==> config.mk <==
export PLATFORM = sky130hd
export DESIGN_NAME = stereo_frame_pair_sync_unit
export DESIGN_NICKNAME = d
export VERILOG_FILES = /design/src/hdl/sfps_pkg.sv /design/src/hdl/stereo_frame_pair_sync_unit.sv /design/src/hdl/sfps_front.sv /design/src/hdl/sfps_cmd_fifo.sv /design/src/hdl/sfps_back.sv
export SDC_FILE = /design/constraint.sdc
export NUM_CORES = 2
export LEC_CHECK = 0
export BUFFER_PORTS_ARGS = -buffer_cell sky130_fd_sc_hd__buf_4
export CAP_MARGIN = 20
export CORE_MARGIN = 2
export CORE_UTILIZATION = 55
export CTS_CLUSTER_SIZE = 24
export DETAILED_ROUTE_END_ITERATION = 10
export PLACE_DENSITY = 0.72
export RECOVER_POWER = 50
export SETUP_SLACK_MARGIN = 0.2
export SLEW_MARGIN = 20
export SYNTH_ARGS = -nofsm -noshare
export SYNTH_HDL_FRONTEND = slang
export SYNTH_HIERARCHICAL = 1
export SYNTH_SLANG_ARGS = --single-unit
==> constraint.sdc <==
create_clock -name clk -period 36.9 [get_ports clk]
set_input_delay 9.225 -clock clk [delete_from_list [all_inputs] [get_ports clk]]
set_output_delay 9.225 -clock clk [all_outputs]
set_load 0.005 [all_outputs]
==> src/hdl/sfps_pkg.sv <==
// ----------------------------------------------------------------------------
// sfps_pkg
// Types, constants and helpers shared by the stereo frame pair sync unit.
// ----------------------------------------------------------------------------
package sfps_pkg;

  localparam int QUEUE_DEPTH = 16;
  localparam int FRAME_W     = 32;
  localparam int TIME_W      = 63;
  localparam int SKEW_W      = 64;
  localparam int CNT_W       = 32;
  localparam int CFG_W       = 30;
  localparam int PTR_W       = (QUEUE_DEPTH > 1) ? $clog2(QUEUE_DEPTH) : 1;
  localparam int QCNT_W      = $clog2(QUEUE_DEPTH + 1);

  localparam int IN_DATA_W   = 104;
  localparam int OUT_DATA_W  = 416;

  localparam int CMDQ_DEPTH  = 2;
  localparam int CMDQ_PTR_W  = $clog2(CMDQ_DEPTH);
  localparam int CMDQ_CNT_W  = $clog2(CMDQ_DEPTH + 1);

  localparam logic [CFG_W-1:0] SKEW_RESET = CFG_W'(10000000);

  localparam logic [1:0] MODE_PUSH_LEFT  = 2'd0;
  localparam logic [1:0] MODE_PUSH_RIGHT = 2'd1;
  localparam logic [1:0] MODE_PULL       = 2'd2;

  localparam logic [1:0] ST_NO_PAIR      = 2'd0;
  localparam logic [1:0] ST_PAIRED       = 2'd1;
  localparam logic [1:0] ST_LEFT_FAILED  = 2'd2;
  localparam logic [1:0] ST_RIGHT_FAILED = 2'd3;

  typedef enum logic [1:0] {
    CMD_PUSH_LEFT,
    CMD_PUSH_RIGHT,
    CMD_PULL
  } cmd_kind_t;

  typedef struct packed {
    cmd_kind_t          kind;
    logic [TIME_W-1:0]  time_ns;
    logic [FRAME_W-1:0] frame;
    logic               left_failed;
    logic               right_failed;
  } cmd_t;

  typedef enum logic [2:0] {
    S_IDLE,
    S_CHECK,
    S_DIFF,
    S_DECIDE,
    S_OUT
  } state_t;

  function automatic logic [PTR_W-1:0] ptr_inc(input logic [PTR_W-1:0] p);
    logic [PTR_W-1:0] r;
    if (p == PTR_W'(QUEUE_DEPTH - 1)) begin
      r = '0;
    end else begin
      r = p + 1'b1;
    end
    return r;
  endfunction

  function automatic logic [PTR_W-1:0] slot_add(input logic [PTR_W-1:0] head,
                                                input logic [QCNT_W-1:0] count);
    logic [QCNT_W:0] s;
    s = (QCNT_W + 1)'(head) + (QCNT_W + 1)'(count);
    if (s >= (QCNT_W + 1)'(QUEUE_DEPTH)) begin
      s = s - (QCNT_W + 1)'(QUEUE_DEPTH);
    end
    return s[PTR_W-1:0];
  endfunction

endpackage

==> src/hdl/stereo_frame_pair_sync_unit.sv <==
// ----------------------------------------------------------------------------
// stereo_frame_pair_sync_unit
// Pairs left and right camera frame records by capture time.
// ----------------------------------------------------------------------------
// Input words (s_*): tuser is the mode (push left, push right, pull); a push
// carries capture time and frame number, a pull carries the stream failure
// flags. Mode 3 words are taken and dropped. Pushes give no output word; each
// pull gives one output word (m_*) with status in tuser and pair data,
// latest skew and reject counters in tdata.
// Max skew is written through cfg_we/cfg_wdata; the user must do so only
// while the block is idle, which the block itself does not enforce.
// A pull walks the queue heads and does at most 2 * QUEUE_DEPTH - 1
// comparisons, each a head read, a subtract and a compare.
// A 2-entry command queue lets the input side keep accepting while a pull
// runs or an output word waits; once it and the input register fill,
// s_tready drops. When m_tready is low the finished word holds in the
// output register and the engine waits before it can finish the next pull.
// Reset empties both frame queues, clears the counters and the latest skew,
// and sets max skew to 10,000,000 ns.
// ----------------------------------------------------------------------------
module stereo_frame_pair_sync_unit (
  input  logic                            clk,
  input  logic                            rst,
  input  logic                            s_tvalid,
  output logic                            s_tready,
  input  logic [1:0]                      s_tuser,  // mode
  // timestamp_ns, frame_number, left_failed, right_failed, zero fill
  input  logic [sfps_pkg::IN_DATA_W-1:0]  s_tdata,
  output logic                            m_tvalid,
  input  logic                            m_tready,
  output logic [1:0]                      m_tuser,  // status
  // pair_number, left_frame_number, right_frame_number, left_time_ns,
  // right_time_ns, pair_skew_ns, last_skew_ns, rejected_left_total,
  // rejected_right_total, zero fill
  output logic [sfps_pkg::OUT_DATA_W-1:0] m_tdata,
  input  logic                            cfg_we,
  input  logic [sfps_pkg::CFG_W-1:0]      cfg_wdata
);
  import sfps_pkg::*;

  cmd_t front_cmd;
  cmd_t back_cmd;
  logic front_valid;
  logic front_ready;
  logic back_valid;
  logic back_ready;

  sfps_front u_front (
    .clk       (clk),
    .rst       (rst),
    .s_tvalid  (s_tvalid),
    .s_tready  (s_tready),
    .s_tuser   (s_tuser),
    .s_tdata   (s_tdata),
    .cmd_valid (front_valid),
    .cmd_ready (front_ready),
    .cmd       (front_cmd)
  );

  sfps_cmd_fifo u_fifo (
    .clk       (clk),
    .rst       (rst),
    .in_valid  (front_valid),
    .in_ready  (front_ready),
    .in_cmd    (front_cmd),
    .out_valid (back_valid),
    .out_ready (back_ready),
    .out_cmd   (back_cmd)
  );

  sfps_back u_back (
    .clk       (clk),
    .rst       (rst),
    .cmd_valid (back_valid),
    .cmd_ready (back_ready),
    .cmd       (back_cmd),
    .cfg_we    (cfg_we),
    .cfg_wdata (cfg_wdata),
    .m_tvalid  (m_tvalid),
    .m_tready  (m_tready),
    .m_tuser   (m_tuser),
    .m_tdata   (m_tdata)
  );

endmodule

==> src/hdl/sfps_front.sv <==
// ----------------------------------------------------------------------------
// sfps_front
// Input stage: takes stream words, decodes the mode and registers a command.
// ----------------------------------------------------------------------------
module sfps_front (
  input  logic                           clk,
  input  logic                           rst,
  input  logic                           s_tvalid,
  output logic                           s_tready,
  input  logic [1:0]                     s_tuser,
  input  logic [sfps_pkg::IN_DATA_W-1:0] s_tdata,
  output logic                           cmd_valid,
  input  logic                           cmd_ready,
  output sfps_pkg::cmd_t                 cmd
);
  import sfps_pkg::*;

  cmd_t cmd_next;
  logic keep;

  assign s_tready = !cmd_valid || cmd_ready;

  always_comb begin
    cmd_next.time_ns      = s_tdata[TIME_W-1:0];
    cmd_next.frame        = s_tdata[TIME_W +: FRAME_W];
    cmd_next.left_failed  = s_tdata[TIME_W + FRAME_W];
    cmd_next.right_failed = s_tdata[TIME_W + FRAME_W + 1];
    cmd_next.kind         = CMD_PULL;
    keep                  = 1'b1;
    unique case (s_tuser)
      MODE_PUSH_LEFT:  cmd_next.kind = CMD_PUSH_LEFT;
      MODE_PUSH_RIGHT: cmd_next.kind = CMD_PUSH_RIGHT;
      MODE_PULL:       cmd_next.kind = CMD_PULL;
      default:         keep = 1'b0;
    endcase
  end

  always_ff @(posedge clk) begin
    if (rst) begin
      cmd_valid <= 1'b0;
    end else if (s_tvalid && s_tready) begin
      cmd_valid <= keep;
    end else if (cmd_ready) begin
      cmd_valid <= 1'b0;
    end
  end

  always_ff @(posedge clk) begin
    if (s_tvalid && s_tready) begin
      cmd <= cmd_next;
    end
  end

endmodule

==> src/hdl/sfps_cmd_fifo.sv <==
// ----------------------------------------------------------------------------
// sfps_cmd_fifo
// Short command queue between the input stage and the pairing engine.
// ----------------------------------------------------------------------------
module sfps_cmd_fifo (
  input  logic           clk,
  input  logic           rst,
  input  logic           in_valid,
  output logic           in_ready,
  input  sfps_pkg::cmd_t in_cmd,
  output logic           out_valid,
  input  logic           out_ready,
  output sfps_pkg::cmd_t out_cmd
);
  import sfps_pkg::*;

  cmd_t                  mem [CMDQ_DEPTH];
  logic [CMDQ_PTR_W-1:0] wr_ptr;
  logic [CMDQ_PTR_W-1:0] rd_ptr;
  logic [CMDQ_CNT_W-1:0] count;
  logic                  do_wr;
  logic                  do_rd;

  assign in_ready  = count != CMDQ_CNT_W'(CMDQ_DEPTH);
  assign out_valid = count != '0;
  assign out_cmd   = mem[rd_ptr];
  assign do_wr     = in_valid && in_ready;
  assign do_rd     = out_valid && out_ready;

  always_ff @(posedge clk) begin
    if (rst) begin
      wr_ptr <= '0;
      rd_ptr <= '0;
      count  <= '0;
    end else begin
      if (do_wr) begin
        wr_ptr <= (wr_ptr == CMDQ_PTR_W'(CMDQ_DEPTH - 1)) ? '0 : wr_ptr + 1'b1;
      end
      if (do_rd) begin
        rd_ptr <= (rd_ptr == CMDQ_PTR_W'(CMDQ_DEPTH - 1)) ? '0 : rd_ptr + 1'b1;
      end
      if (do_wr && !do_rd) begin
        count <= count + 1'b1;
      end else if (do_rd && !do_wr) begin
        count <= count - 1'b1;
      end
    end
  end

  always_ff @(posedge clk) begin
    if (do_wr) begin
      mem[wr_ptr] <= in_cmd;
    end
  end

endmodule

==> src/hdl/sfps_back.sv <==
// ----------------------------------------------------------------------------
// sfps_back
// Pairing engine: frame queues, head matching walk, counters, result register.
// ----------------------------------------------------------------------------
module sfps_back (
  input  logic                            clk,
  input  logic                            rst,
  input  logic                            cmd_valid,
  output logic                            cmd_ready,
  input  sfps_pkg::cmd_t                  cmd,
  input  logic                            cfg_we,
  input  logic [sfps_pkg::CFG_W-1:0]      cfg_wdata,
  output logic                            m_tvalid,
  input  logic                            m_tready,
  output logic [1:0]                      m_tuser,
  output logic [sfps_pkg::OUT_DATA_W-1:0] m_tdata
);
  import sfps_pkg::*;

  state_t state;
  state_t state_next;

  logic [TIME_W-1:0]  l_time_mem  [QUEUE_DEPTH];
  logic [FRAME_W-1:0] l_frame_mem [QUEUE_DEPTH];
  logic [TIME_W-1:0]  r_time_mem  [QUEUE_DEPTH];
  logic [FRAME_W-1:0] r_frame_mem [QUEUE_DEPTH];

  logic [TIME_W-1:0]  l_rd_time;
  logic [FRAME_W-1:0] l_rd_frame;
  logic [TIME_W-1:0]  r_rd_time;
  logic [FRAME_W-1:0] r_rd_frame;

  logic [CFG_W-1:0]  max_skew;
  logic [PTR_W-1:0]  l_head;
  logic [PTR_W-1:0]  r_head;
  logic [QCNT_W-1:0] l_count;
  logic [QCNT_W-1:0] r_count;
  logic [CNT_W-1:0]  pairs_made;
  logic [CNT_W-1:0]  l_rej;
  logic [CNT_W-1:0]  r_rej;
  logic [SKEW_W-1:0] recent_skew;
  logic [SKEW_W-1:0] diff;

  logic [1:0]         res_status;
  logic [CNT_W-1:0]   res_pnum;
  logic [FRAME_W-1:0] res_lf;
  logic [FRAME_W-1:0] res_rf;
  logic [TIME_W-1:0]  res_lt;
  logic [TIME_W-1:0]  res_rt;
  logic [SKEW_W-1:0]  res_skew;

  logic              take;
  logic              push_l;
  logic              push_r;
  logic              l_full;
  logic              r_full;
  logic [PTR_W-1:0]  l_slot;
  logic [PTR_W-1:0]  r_slot;
  logic              rd_en;
  logic              load_out;
  logic [SKEW_W-1:0] mag;
  logic              match;

  assign take   = (state == S_IDLE) && cmd_valid;
  assign push_l = take && (cmd.kind == CMD_PUSH_LEFT);
  assign push_r = take && (cmd.kind == CMD_PUSH_RIGHT);
  assign l_full = l_count == QCNT_W'(QUEUE_DEPTH);
  assign r_full = r_count == QCNT_W'(QUEUE_DEPTH);
  assign l_slot = l_full ? l_head : slot_add(l_head, l_count);
  assign r_slot = r_full ? r_head : slot_add(r_head, r_count);
  assign mag    = diff[SKEW_W-1] ? (~diff + 1'b1) : diff;
  assign match  = mag <= SKEW_W'(max_skew);

  always_comb begin
    state_next = state;
    cmd_ready  = 1'b0;
    rd_en      = 1'b0;
    load_out   = 1'b0;
    unique case (state)
      S_IDLE: begin
        cmd_ready = 1'b1;
        if (cmd_valid && cmd.kind == CMD_PULL) begin
          state_next = (cmd.left_failed || cmd.right_failed) ? S_OUT : S_CHECK;
        end
      end
      S_CHECK: begin
        if (l_count == '0 || r_count == '0) begin
          state_next = S_OUT;
        end else begin
          rd_en      = 1'b1;
          state_next = S_DIFF;
        end
      end
      S_DIFF:   state_next = S_DECIDE;
      S_DECIDE: state_next = S_CHECK;
      S_OUT: begin
        if (!m_tvalid || m_tready) begin
          load_out   = 1'b1;
          state_next = S_IDLE;
        end
      end
      default: state_next = S_IDLE;
    endcase
  end

  always_ff @(posedge clk) begin
    if (rst) begin
      state <= S_IDLE;
    end else begin
      state <= state_next;
    end
  end

  // queue storage, registered head read
  always_ff @(posedge clk) begin
    if (push_l) begin
      l_time_mem[l_slot]  <= cmd.time_ns;
      l_frame_mem[l_slot] <= cmd.frame;
    end
    if (push_r) begin
      r_time_mem[r_slot]  <= cmd.time_ns;
      r_frame_mem[r_slot] <= cmd.frame;
    end
    if (rd_en) begin
      l_rd_time  <= l_time_mem[l_head];
      l_rd_frame <= l_frame_mem[l_head];
      r_rd_time  <= r_time_mem[r_head];
      r_rd_frame <= r_frame_mem[r_head];
    end
  end

  always_ff @(posedge clk) begin
    if (state == S_DIFF) begin
      diff <= {1'b0, l_rd_time} - {1'b0, r_rd_time};
    end
  end

  always_ff @(posedge clk) begin
    if (rst) begin
      max_skew    <= SKEW_RESET;
      l_head      <= '0;
      r_head      <= '0;
      l_count     <= '0;
      r_count     <= '0;
      pairs_made  <= '0;
      l_rej       <= '0;
      r_rej       <= '0;
      recent_skew <= '0;
    end else begin
      if (cfg_we) begin
        max_skew <= cfg_wdata;
      end
      if (push_l) begin
        if (l_full) begin
          l_head <= ptr_inc(l_head);
          l_rej  <= l_rej + 1'b1;
        end else begin
          l_count <= l_count + 1'b1;
        end
      end
      if (push_r) begin
        if (r_full) begin
          r_head <= ptr_inc(r_head);
          r_rej  <= r_rej + 1'b1;
        end else begin
          r_count <= r_count + 1'b1;
        end
      end
      if (state == S_DECIDE) begin
        priority if (match) begin
          pairs_made  <= pairs_made + 1'b1;
          recent_skew <= diff;
          l_head      <= ptr_inc(l_head);
          r_head      <= ptr_inc(r_head);
          l_count     <= l_count - 1'b1;
          r_count     <= r_count - 1'b1;
        end else if (diff[SKEW_W-1]) begin
          l_head  <= ptr_inc(l_head);
          l_count <= l_count - 1'b1;
          l_rej   <= l_rej + 1'b1;
        end else begin
          r_head  <= ptr_inc(r_head);
          r_count <= r_count - 1'b1;
          r_rej   <= r_rej + 1'b1;
        end
      end
    end
  end

  // per-pull result, cleared when the pull starts
  always_ff @(posedge clk) begin
    if (take && cmd.kind == CMD_PULL) begin
      res_pnum <= '0;
      res_lf   <= '0;
      res_rf   <= '0;
      res_lt   <= '0;
      res_rt   <= '0;
      res_skew <= '0;
      priority if (cmd.left_failed) begin
        res_status <= ST_LEFT_FAILED;
      end else if (cmd.right_failed) begin
        res_status <= ST_RIGHT_FAILED;
      end else begin
        res_status <= ST_NO_PAIR;
      end
    end else if (state == S_DECIDE && match) begin
      res_status <= ST_PAIRED;
      res_pnum   <= pairs_made + 1'b1;
      res_lf     <= l_rd_frame;
      res_rf     <= r_rd_frame;
      res_lt     <= l_rd_time;
      res_rt     <= r_rd_time;
      res_skew   <= diff;
    end
  end

  // output register
  always_ff @(posedge clk) begin
    if (rst) begin
      m_tvalid <= 1'b0;
    end else if (load_out) begin
      m_tvalid <= 1'b1;
    end else if (m_tready) begin
      m_tvalid <= 1'b0;
    end
  end

  always_ff @(posedge clk) begin
    if (load_out) begin
      m_tuser <= res_status;
      m_tdata <= {2'b00, r_rej, l_rej, recent_skew, res_skew, res_rt, res_lt,
                  res_rf, res_lf, res_pnum};
    end
  end

endmodule

; Yosys cells after proc, flatten, opt, wreduce, memory -nomap -nowiden
; Memory sizes are Yosys's and may differ from the RTL's. A register that Yosys moved wholly into a read port is not among the register bits.
; Cells that the tools add are included.
[totals]
latch_bits = 0
ram_bits = 3238
register_bits = 1084
romBits = 0
in_bits = 141
mem_count = 5
output_inout_bits = 420
elab_cells = 174
[classes]
bitwise = 1
mul = 0
eq_ne = 15
shift = 0
div_mod_pow = 0
n_lt_le_gt_ge = 3
add_sub_neg = 19
muxes = 69
n_reduce_logical = 32
[memory_table]
columns = memory, depth, word_bits, rd, rd_ports_with_merged_regs, wr, line
row1 = u_back.l_time_mem, 16, 63, 1, 1, 1, sfps_back.sv:23  ; logic [TIME_W-1:0] l_time_mem [QUEUE_DEPTH];
row2 = u_back.r_time_mem, 16, 63, 1, 1, 1, sfps_back.sv:25  ; logic [TIME_W-1:0] r_time_mem [QUEUE_DEPTH];
row3 = u_back.l_frame_mem, 16, 32, 1, 1, 1, sfps_back.sv:24  ; logic [FRAME_W-1:0] l_frame_mem [QUEUE_DEPTH];
row4 = u_back.r_frame_mem, 16, 32, 1, 1, 1, sfps_back.sv:26  ; logic [FRAME_W-1:0] r_frame_mem [QUEUE_DEPTH];
row5 = u_fifo.mem, 2, 99, 1, 1, 1, sfps_cmd_fifo.sv:17  ; cmd_t mem [CMDQ_DEPTH];
[ops]
columns = operator, n
row1 = 32-bit two-way mux, 10
row2 = "32-bit by 1-bit adder with 32-bit output, second input constant", 3
row3 = "64-bit by 1-bit adder with 64-bit output, second input constant", 1
row4 = 64-bit by 30-bit less-or-equal comparator with 1-bit output, 1
row5 = 4-bit two-way mux, 16
row6 = 64-bit two-way mux, 1
row7 = 64-bit NOT, 1
row8 = 63-bit by 63-bit subtractor with 64-bit output, 1
row9 = 5-bit two-way mux, 10
row10 = 1-bit two-way mux, 20
row11 = 3-bit case mux with 5 select lines, 1
row12 = 4-bit by 5-bit adder with 6-bit output, 2
row13 = "6-bit by 5-bit greater-or-equal comparator with 1-bit output, second input constant", 2
row14 = 2-bit two-way mux, 6
row15 = 3-bit two-way mux, 4
row16 = 1-bit logical AND, 11
row17 = "5-bit by 1-bit adder with 5-bit output, second input constant", 2
row18 = "5-bit == test, second input constant", 2
row19 = 5-bit zero test, 2
row20 = 2-bit nonzero test, 5
row21 = "5-bit by 1-bit subtractor with 5-bit output, second input constant", 2
row22 = "4-bit by 1-bit adder with 4-bit output, second input constant", 2
row23 = "4-bit == test, second input constant", 2
row24 = "4-bit by 1-bit subtractor with 4-bit output, second input constant", 2
row25 = other kinds (17), 30

; Longest topological paths before layout
[logic_depth]
word_depth = 7
mapped_depth = 22
depth_no_buf = 18

; Hierarchy
; The synthesis kept the hierarchy.
[by_module_without_submodules]
columns = module, instances, cells_per_inst, area_per_inst_um2, seq_area_each_um2
row1 = sfps_back, 1, 8162, 159187.7, 121436.5
row2 = sfps_cmd_fifo, 1, 332, 7394.6, 6045.8
row3 = sfps_front, 1, 106, 3044.2, 2992.9

; Worst setup path after synthesis
; No wires, ideal clock.
[synth_timing]
path_type = in2reg
startpoint = input m_tready
endpoint = register u_back/m_tdata[0] in the netlist's numbering, enable pin
stages = 2
arrival_time_ns = 26.526
setup_time_ns = 1.204
n_path_buf = 0
path_slack_ns = 9.170
path_cell_list = nor2b_1 nor2_1
[synth_between]
elab_chain_cells = 3
[synth_lines]
columns = item, line
row1 = start: declaration, stereo_frame_pair_sync_unit.sv:30  ; input logic m_tready,
row2 = 1-bit logical OR, sfps_back.sv:97  ; if (!m_tvalid || m_tready) begin
row3 = 1-bit two-way mux, sfps_back.sv:97
row4 = 1-bit two-way mux, sfps_back.sv:79  ; unique case (state)
row5 = net u_back.load_out, sfps_back.sv:60  ; logic load_out;
row6 = end signal: assignment, sfps_back.sv:231  ; m_tdata <= {2'b00, r_rej, l_rej, recent_skew, res_skew, res_rt, res_lt,
row7 = end: declaration, sfps_back.sv:16  ; output logic [sfps_pkg::OUT_DATA_W-1:0] m_tdata
; The timed path passes the listed nets, and every way through them passes these cells.
; A chain may end at the register's enable or synchronous reset.

==> flow_summary.toml <==
[placed_design]
numPortBuffers = 551
post-place-cells = 13000
dp.final_hpwl_um = 228000
place_worst_setup_slack_ps = 23600
place_congestion = 0.903
placed_area_sq_um = 179000

[sta]
worst_slack_ps = 23980
rsz0062_at_grt = "no"
hold_violations = 0
final.setup_skew_ps = 78.7
fin_crit_ps = 12920
slew_violations = 1610
setup_viol = 0
setup-tns-final_ps = 0
worst_pin_slew_ps = 8790
relSlewSlack_pct = -486
hold_slack_ps = 404
clock.fmax_mhz = 77.4
min_period_over_period_pct = 35.0

[synthesis]
yosysWarnings = 6
ys_top_cells_by_count = "4009 x edfxtp_1, 950 x mux4_2, 675 x nand2_1, 504 x dfxtp_1, 386 x a21oi_1"
synth.most_common_cell = "edfxtp_1"
synth_seq_cells = 4513
synthDistinctLibCells = 90
synth_ff_type = "edfxtp_1"
synth_top_area_cell = "edfxtp_1"
synth_area_leaders = "edfxtp_1 71%, mux4_2 13%, dfxtp_1 5.9%, nand2_1 1.5%, a21oi_1 1.1%"
synth_edf_count = 4009
synthArstFlopShare_pct = 0
yosysSeqAreaShare_pct = 76.9
netlist_area_sq_um = 170000
yosys.area.top_type_share_pct = 71.0
syn_area_per_cell_sq_um = 19.7
netlist_instances = 8600

[floorplan]
num_rows = 203
core_area_sq_um = 306000
die_x_um = 559
ios = 561
start_util_pct = 55.4
dieHeight_um = 559
die_area_sq_um = 313000

[clock_network]
cts_resized = 0
ctsHoldBuffers = 0
cts_setup_buffers = 0
htreeDepth = 5
clk_pin_slew_worst_paths_ps = 70
clock-root-buffer = "clkbuf_16"
cts_tree = "done"
clock_sink_count = 4513
ctsLongestPathBuffers = 4
cts_buffers = 428
clk_latency_ps = 990

[global_route]
antenna_found_initial = 18
grt_pass1_wl_um = 604000
first_global_vias = 86600
grt-ovfl-total = 0
grt.total_usage_pct = 26.6
grt_start_max_net_pins = 133

[setup_path]
cp-start-kind = "flip-flop"
cp_data_arrival_time_ps = 13580
cp-end-kind = "flip-flop"
worstPathMaxFanout = 132
critPathKind = "flip-flop to flip-flop"
critPathMaxStageDelay_ps = 6220
cp_data_required_time_ps = 37560
crit_chain = "clkbuf_1, clkbuf_1, mux4_2, mux4_2"
worst_path_max_delay_cell = "clkbuf_1"

[drt]
viasPerCell = 6.28
dr_total_vias = 86700
wire_per_inst_um = 30.5
drt_iter0_drc = 10900
dr.pass1.iters = 6
ant_nets = 0
finalWirelength_um = 421000
drc = 0

[power]
leakage_nw = 61.6
power_mw = 11.0
vdd_drop_max_uv = 40.9
p_per_area_nw_per_um2 = 57.1

[cells_and_area]
nNetsFinal = 9577
regArea_sq_um = 130000
area_growth_syn_to_layout_pct = 13.7
drive_gt1_share_pct = 24.2
fin_cells = 13800
design_area_sq_um = 193000
fillers = 20400
multi_input_area_sq_um = 37100
fin_util_pct = 63.0

[worst_hold_path]
hold_class = "flip-flop to flip-flop"

[outcome]
violations = "max-capacitance violations, max-slew violations"
outcome = "complete, but fails checks"

[job]
max_cap_violations = 40
## per-layer routing
metal | wire, um | track usage, % | share of wire [%] | vias up
met3 | 43900 | 5.52 | 10 | 780
met1 | 156000 | 36.1 | 37 | 45100
met4 | 16500 | 9.83 | 3.9 | 10
li1 | - | - | - | 36000
met2 | 204000 | 43.1 | 48 | 4850
met5 | 69 | 0 | 0.016 | -
## logic make-up after synthesis
kind of cell               synth area share (%)
other                                   0.00221
buffers and inverters                      1.30
and+or+nand+nor                            3.70
xor gates and xnor gates                  0.821
muxes                                      13.6
adders and majority gates                 0.847
AOI/OAI and AO/OA                          2.84
DFF                                        76.9
## state kept, by name (all words and copies together) (netlist names), 63 cells and up, named ones only
| register | count |
|---|---|
| u_back/r_frame_mem | 512 |
| u_back/recent_skew | 64 |
| u_front/cmd | 99 |
| u_back/r_time_mem | 1008 |
| u_back/diff | 64 |
| u_back/res_lt | 63 |
| u_back/l_time_mem | 1008 |
| u_back/l_rd_time | 63 |
| u_back/res_skew | 64 |
| u_back/r_rd_time | 63 |
| u_back/l_frame_mem | 512 |
| u_fifo/mem | 198 |
| u_back/m_tdata | 414 |
| u_back/res_rt | 63 |
## layout make-up
| class | instances | share of cell area, % |
|---|---|---|
| well taps | 4100 | 2.66 |
| inverters | 151 | 0.298 |
| clock inverters | 243 | 1.32 |
| clock buffers | 562 | 6.03 |
| repair buffers | 696 | 2.78 |
| flip-flops and latches | 4513 | 67.7 |
| multi-input cells | 3533 | 19.3 |
| diodes | 4 | 0.00519 |
## where the power goes
group          leakage [nW]  internal (mW)  switching (mW)
clock network          6.88           2.50            1.89
registers              40.3           5.96          0.0498
logic                  14.5          0.150           0.469
total                  61.6           8.61            2.41
## worst max-delay path, delay by kind of cell, from the launching register on
kind                   cells  cell delay, ps
muxes                      2            1090
DFF                        1            2150
buffers and inverters      2            9280
## final timing paths
check / slack (ps) / end / from / cells past startpoint
max: 23980 / u_back/r_rd_time[27]$_DFFE_PP_ / u_back/r_head[1]$_SDFF_PP0_ / 4
min: 400 / u_back/m_tdata[158]$_DFFE_PP_ / u_back/res_lt[62]$_SDFFE_PP0P_ / 0
max reg2reg: 23980 / u_back/r_rd_time[27]$_DFFE_PP_ / u_back/r_head[1]$_SDFF_PP0_ / 4
min reg2reg: 400 / u_back/m_tdata[158]$_DFFE_PP_ / u_back/res_lt[62]$_SDFFE_PP0P_ / 0
## cells in the final DEF, fill, tap and decap left out, types with 21 or more instances in the layout
cell type	n
a21o_1	73
a21oi_1	386
and3_1	43
buf_4	637
bufinv_16	38
clkbuf_1	136
clkbuf_16	434
clkbuf_8	28
clkinv_1	80
clkinv_2	74
dfxtp_1	499
edfxtp_1	4009
ha_1	110
inv_1	147
mux2_1	95
mux2_2	23
mux2i_1	26
mux4_2	950
nand2_1	675
nand3_1	86
nand4_1	36
nor2_1	231
nor2_4	29
nor2b_1	29
nor3_1	44
nor4_1	27
o21ai_0	123
or2_2	21
or3_1	43
xnor2_1	95
xor2_1	64
Note: power is estimated with default switching activity, not from simulation.
